$ cat src/rtl/core/toeq_pkg.sv
package toeq_pkg;

   localparam int QUEUE_DEPTH = 16;
   localparam int CNT_W       = $clog2(QUEUE_DEPTH + 1);
   localparam int TIME_W      = 32;
   localparam int TAG_W       = 16;
   localparam int COUNT_W     = 5;
   localparam int STATUS_W    = 2;

   localparam logic [0:0] CMD_INSERT = 1'b0;
   localparam logic [0:0] CMD_POP    = 1'b1;

   localparam logic [STATUS_W-1:0] ST_OK    = 2'd0;
   localparam logic [STATUS_W-1:0] ST_FULL  = 2'd1;
   localparam logic [STATUS_W-1:0] ST_EMPTY = 2'd2;

   // count reported when the queue is full, masked to the port width
   localparam logic [COUNT_W-1:0] FULL_COUNT = COUNT_W'(QUEUE_DEPTH);

   typedef struct packed {
      logic [0:0]        cmd;
      logic [TIME_W-1:0] event_time;
      logic [TAG_W-1:0]  event_tag;
   } req_type;

   typedef struct packed {
      logic                head_valid;
      logic [TIME_W-1:0]   head_time;
      logic [TAG_W-1:0]    head_tag;
      logic [COUNT_W-1:0]  entry_count;
      logic [STATUS_W-1:0] status;
   } rsp_type;

   typedef struct packed {
      logic [TIME_W-1:0] time_val;
      logic [TAG_W-1:0]  tag;
   } entry_type;

   // broadcast from the top level to every cell
   typedef struct packed {
      logic              ins_en;
      logic              pop_en;
      logic [TIME_W-1:0] new_time;
      logic [TAG_W-1:0]  new_tag;
   } cell_ctrl_type;

endpackage

$ cat src/rtl/core/toeq_cell.sv
module toeq_cell (
   input  logic                    clock,
   input  toeq_pkg::cell_ctrl_type ctrl,
   input  logic                    occupied,
   input  logic                    left_keep,
   input  toeq_pkg::entry_type     left_entry,
   input  toeq_pkg::entry_type     right_entry,
   output logic                    keep,
   output toeq_pkg::entry_type     entry,
   output toeq_pkg::entry_type     entry_next
);
   import toeq_pkg::*;

   entry_type entry_ff;
   entry_type entry_in;

   // sorted row: entries at or before the new time stay put
   assign keep = occupied && (entry_ff.time_val <= ctrl.new_time);

   always_comb begin
      entry_in = entry_ff;
      if (ctrl.ins_en) begin
         if (!keep) begin
            if (left_keep) begin
               entry_in.time_val = ctrl.new_time;
               entry_in.tag      = ctrl.new_tag;
            end else begin
               entry_in = left_entry;
            end
         end
      end else if (ctrl.pop_en) begin
         entry_in = right_entry;
      end
   end

   always_ff @(posedge clock) begin
      entry_ff <= entry_in;
   end

   assign entry      = entry_ff;
   assign entry_next = entry_in;

endmodule

$ cat src/rtl/core/timestamp_ordered_event_queue_core.sv
// Timestamp-ordered event queue.
//
// req channel: one item per operation. cmd selects insert (event_time and
// event_tag are stored) or pop of the head (event_time/event_tag ignored).
// rsp channel: exactly one item per request, showing the queue after the
// operation: head entry (zero when empty), entry count and status
// (ok, insert dropped because full, pop on empty).
//
// The queue is a row of QUEUE_DEPTH cells, one entry each. Every cell
// compares its own time with the incoming one in parallel and either holds,
// loads the new entry or takes its left neighbor (insert), or takes its right
// neighbor (pop), so all cells update together for any operation.
// The rsp item is registered and appears the cycle after the req item is accepted.
// One req item is accepted per cycle while rsp is not stalled.
// A stalled rsp item holds in the output register; req_stall is raised while
// that register is full and stalled, so no item is lost.
// Reset clears the fill count and the output valid; entry storage is not
// cleared since only occupied cells are ever read.
module timestamp_ordered_event_queue_core (
   input  logic              clock,
   input  logic              reset,
   input  logic              req_valid,
   output logic              req_stall,
   input  toeq_pkg::req_type req_data,
   output logic              rsp_valid,
   input  logic              rsp_stall,
   output toeq_pkg::rsp_type rsp_data
);
   import toeq_pkg::*;

   logic [CNT_W-1:0] count_ff, count_in;
   logic             rsp_valid_ff, rsp_valid_in;
   rsp_type          rsp_data_ff, rsp_data_in;

   logic             accept;
   logic             is_full, is_empty;
   cell_ctrl_type    ctrl;

   logic      [QUEUE_DEPTH-1:0] occ;
   logic      [QUEUE_DEPTH-1:0] keep;
   logic      [QUEUE_DEPTH-1:0] left_keep;
   entry_type                   cell_q    [QUEUE_DEPTH];
   entry_type                   cell_d    [QUEUE_DEPTH];
   entry_type                   left_ent  [QUEUE_DEPTH];
   entry_type                   right_ent [QUEUE_DEPTH];

   // output register frees up when its item is taken
   assign req_stall = rsp_valid_ff && rsp_stall;
   assign accept    = req_valid && !req_stall;

   assign is_full  = (count_ff == CNT_W'(QUEUE_DEPTH));
   assign is_empty = (count_ff == '0);

   assign ctrl.ins_en   = accept && (req_data.cmd == CMD_INSERT) && !is_full;
   assign ctrl.pop_en   = accept && (req_data.cmd == CMD_POP) && !is_empty;
   assign ctrl.new_time = req_data.event_time;
   assign ctrl.new_tag  = req_data.event_tag;

   // cell chain
   for (genvar i = 0; i < QUEUE_DEPTH; i++) begin : g_cell
      assign occ[i] = (CNT_W'(i) < count_ff);

      if (i == 0) begin : g_first
         assign left_keep[i] = 1'b1;
         assign left_ent[i]  = cell_q[i];
      end else begin : g_mid
         assign left_keep[i] = keep[i-1];
         assign left_ent[i]  = cell_q[i-1];
      end

      if (i == QUEUE_DEPTH - 1) begin : g_last
         assign right_ent[i] = cell_q[i];
      end else begin : g_inner
         assign right_ent[i] = cell_q[i+1];
      end

      toeq_cell u_cell (
         .clock       (clock),
         .ctrl        (ctrl),
         .occupied    (occ[i]),
         .left_keep   (left_keep[i]),
         .left_entry  (left_ent[i]),
         .right_entry (right_ent[i]),
         .keep        (keep[i]),
         .entry       (cell_q[i]),
         .entry_next  (cell_d[i])
      );
   end

   // fill count
   always_comb begin
      count_in = count_ff;
      if (ctrl.ins_en) begin
         count_in = count_ff + CNT_W'(1);
      end else if (ctrl.pop_en) begin
         count_in = count_ff - CNT_W'(1);
      end
   end

   // result item: head comes from cell 0's next value
   always_comb begin
      rsp_valid_in = rsp_valid_ff;
      rsp_data_in  = rsp_data_ff;
      if (accept) begin
         rsp_valid_in            = 1'b1;
         rsp_data_in.head_valid  = (count_in != '0);
         rsp_data_in.head_time   = (count_in != '0) ? cell_d[0].time_val : '0;
         rsp_data_in.head_tag    = (count_in != '0) ? cell_d[0].tag : '0;
         rsp_data_in.entry_count = COUNT_W'(count_in);
         if ((req_data.cmd == CMD_INSERT) && is_full) begin
            rsp_data_in.status = ST_FULL;
         end else if ((req_data.cmd == CMD_POP) && is_empty) begin
            rsp_data_in.status = ST_EMPTY;
         end else begin
            rsp_data_in.status = ST_OK;
         end
      end else if (!rsp_stall) begin
         rsp_valid_in = 1'b0;
      end
   end

   always_ff @(posedge clock) begin
      if (reset) begin
         count_ff     <= '0;
         rsp_valid_ff <= 1'b0;
      end else begin
         count_ff     <= count_in;
         rsp_valid_ff <= rsp_valid_in;
      end
   end

   always_ff @(posedge clock) begin
      rsp_data_ff <= rsp_data_in;
   end

   assign rsp_valid = rsp_valid_ff;
   assign rsp_data  = rsp_data_ff;

endmodule

$ cat config.mk
export PLATFORM = sky130hd
export DESIGN_NAME = timestamp_ordered_event_queue_core
export DESIGN_NICKNAME = d
export VERILOG_FILES = /design/src/rtl/core/toeq_pkg.sv /design/src/rtl/core/toeq_cell.sv /design/src/rtl/core/timestamp_ordered_event_queue_core.sv
export SDC_FILE = /design/constraint.sdc
export NUM_CORES = 2
export LEC_CHECK = 0
export ABC_AREA = 1
export BUFFER_PORTS_ARGS = -buffer_cell sky130_fd_sc_hd__buf_2
export CAP_MARGIN = 5
export CORE_MARGIN = 3
export CORE_UTILIZATION = 40
export DETAILED_ROUTE_END_ITERATION = 10
export SYNTH_ARGS = -nofsm -noshare
export SYNTH_HDL_FRONTEND = slang
export SYNTH_HIERARCHICAL = 1
export SYNTH_SLANG_ARGS = --single-unit
$ cat constraint.sdc
create_clock -name clock -period 8.5 [get_ports clock]
set_input_delay 0.425 -clock clock [delete_from_list [all_inputs] [get_ports clock]]
set_output_delay 0.425 -clock clock [all_outputs]
set_load 0.01 [all_outputs]
==> run metrics <==
Clock Skews 0.0258 ns; pin count of the biggest net entering global routing 204; Worst Path Max Fanout 49; Syn Area/Cell 6.23 µm²; Post-Syn Nets 11.3k; # H-tree levels 3; worst hold path type input port to flip-flop; CTS Sinks 830; worst slew pin tran 1.14 ns; vias per std cell about 5.3; RSZ-0062 raised after global routing no; Core ar. 166,000 µm²; WL final 200,000 µm; max-slew violations 0; global placement routability congestion ~0.85; vias in the first global route ~61k; outcome finished clean; via count 66.3k; Syn-to-layout area delta 5.98%; Max-Cap Viols 0; remaining antenna violation count 0; worst-skew pair later-pin latency between 0.7 and 0.8 ns; LEAKAGE 35.2 nW; PnR Total Power 24.5 mW; reg2reg start g_cell[11].u_cell/entry[23]$_DFF_P_; fin nets 10.9k; Worst Path Required 9.11 ns; TritonCTS Buffers 103; Layout fillers between 15k and 20k; min Tclk post-route ~5.0 ns; Startpoint Class flip-flop; wire per inst 15.9 µm; Setup Viol. Count Final 0; ant diodes 0; Seq. cell area between 15,000 and 20,000 µm²; Root Buffer clkbuf_16; grt ovf 0; Cells after Synth 10.7k; first-pass GRT wire length 327,000 µm; PwrDens 346 nW/µm²; WP data arrival 5.58 ns; critical setup path kind flip-flop to flip-flop; maximum clock path buffer count 3; Die Span Y 415 µm; Initial DRC Count 5,282; Initial Util between 40% and 50%; DR DRC count 0; clk slew on worst S/H paths approximately 0.06 ns; multi-input logic area ~41,000 µm²; Peak supply drop 0.264 mV; total track usage approximately 22%; PnR worst setup slack 3.52 ns; Worst setup EP type flip-flop; Final Hold Viols 0; Die ar. 172,000 µm²; TritonCTS clock tree done; layout cell share with drive strength beyond 1 4.66%; First-pass DRT Iterations 6; Mapped Area approximately 67,000 µm²; fin area approximately 71,000 µm²; Detailed Place HPWL 142,000 µm; initial antenna violation count 0; I/O pin total 111; Die X about 410 µm; Rows about 150; crit path launch g_cell[11].u_cell/entry[23]$_DFF_P_; FMAX 201 MHz; pre-CTS setup slack 2.88 ns; Port Buffers 110; Ys Warns 6; post-route setup TNS 0 ns; Core Util, Final 42.8%; dpl cell area 67,400 µm²; Hold Startpoint req_valid; final worst-path cycle share around three fifths; Slew HR 23.7%
[worst paths after layout]
path	slack, ns	cells past startpoint	end
setup reg to reg	3.52	14	g_cell[12].u_cell/entry[5]$_DFF_P_
hold reg to reg	0.50	2	g_cell[14].u_cell/entry[6]$_DFF_P_
setup / recovery	3.52	14	g_cell[12].u_cell/entry[5]$_DFF_P_
hold / removal	0.09	3	rsp_valid$_SDFFE_PP0P_
[cells in the final DEF (no fill, tap or decap), drive strengths merged]
master          n
nand2        2706
nand3        1582
inv          1491
o21ai        1302
a21oi        1030
dfxtp         774
ha            516
mux2i         272
nor2          201
buf           201
clkbuf        146
edfxtp         56
nand4          32
clkinv         32
a21o           18
o21a           17
bufinv          8
dlygate4sd3     3
xor2            1
nor3            1
a31oi           1
clkinvlp        1
conb            1
[report_power, final]
part	switching [mW]	internal [mW]	leakage [nW]	total (mW)
clock network	1.88	2.67	1.68	4.55
logic	7.41	4.39	26.5	11.8
registers	2.19	5.98	7.08	8.17
[metal layers]
| layer | global-route usage, % | part of all wire, % | vias up |
|---|---|---|---|
| met5 | 0 | 0 | - |
| met4 | 4.89 | 2.0 | 0 |
| met3 | 2.54 | 5.2 | 233 |
| met2 | 35.8 | 44 | 1556 |
| met1 | 32.2 | 49 | 30100 |
| li1 | - | - | 34400 |
[critical path, cell delays in order (launching register included)]
cell	delay, ns
dfxtp_1	0.35
ha_1	0.31
nand2_1	0.07
nor2_1	0.17
nand4_1	0.16
nor2_1	0.31
nand2_1	0.15
nand2_4	0.53
nand2_2	0.77
inv_2	0.75
buf_4	0.59
mux2i_1	0.25
nand2_1	0.09
nand3_1	0.11
nand2_1	0.06
[repair_timing]
item	CTS	global route
resized for setup	0	0
hold buffers	3	0
hold endpoints to repair	7	0
setup buffers	0	0
[area by class of cell]
class                   instances  area share [%]
multi-input cells            7680            57.3
flip-flops and latches        830            24.3
inverters                    1488            7.90
clock buffers                 146            4.21
well taps                    2189            3.87
repair buffers                204            1.87
clock inverters                44           0.597
[sequential cells by signal, indices dropped and copies added (netlist names)]
| signal | flops |
|---|---|
| rsp_data | 56 |
| g_cell.u_cell/entry | 768 |
| count_ff | 5 |
| rsp_valid | 1 |
[stage by stage]
step | instances | hold slack (ns)
2_1_floorplan | 10700 | 0.460
3_3_place_gp | 12400 | 0.474
3_5_place_dp | 12400 | 0.484
4_1_cts | 12600 | 0.0380
5_1_grt | 12600 | 0.0751
6_report | 12600 | 0.0897
No activity file was read; power rests on OpenSTA's default activity.
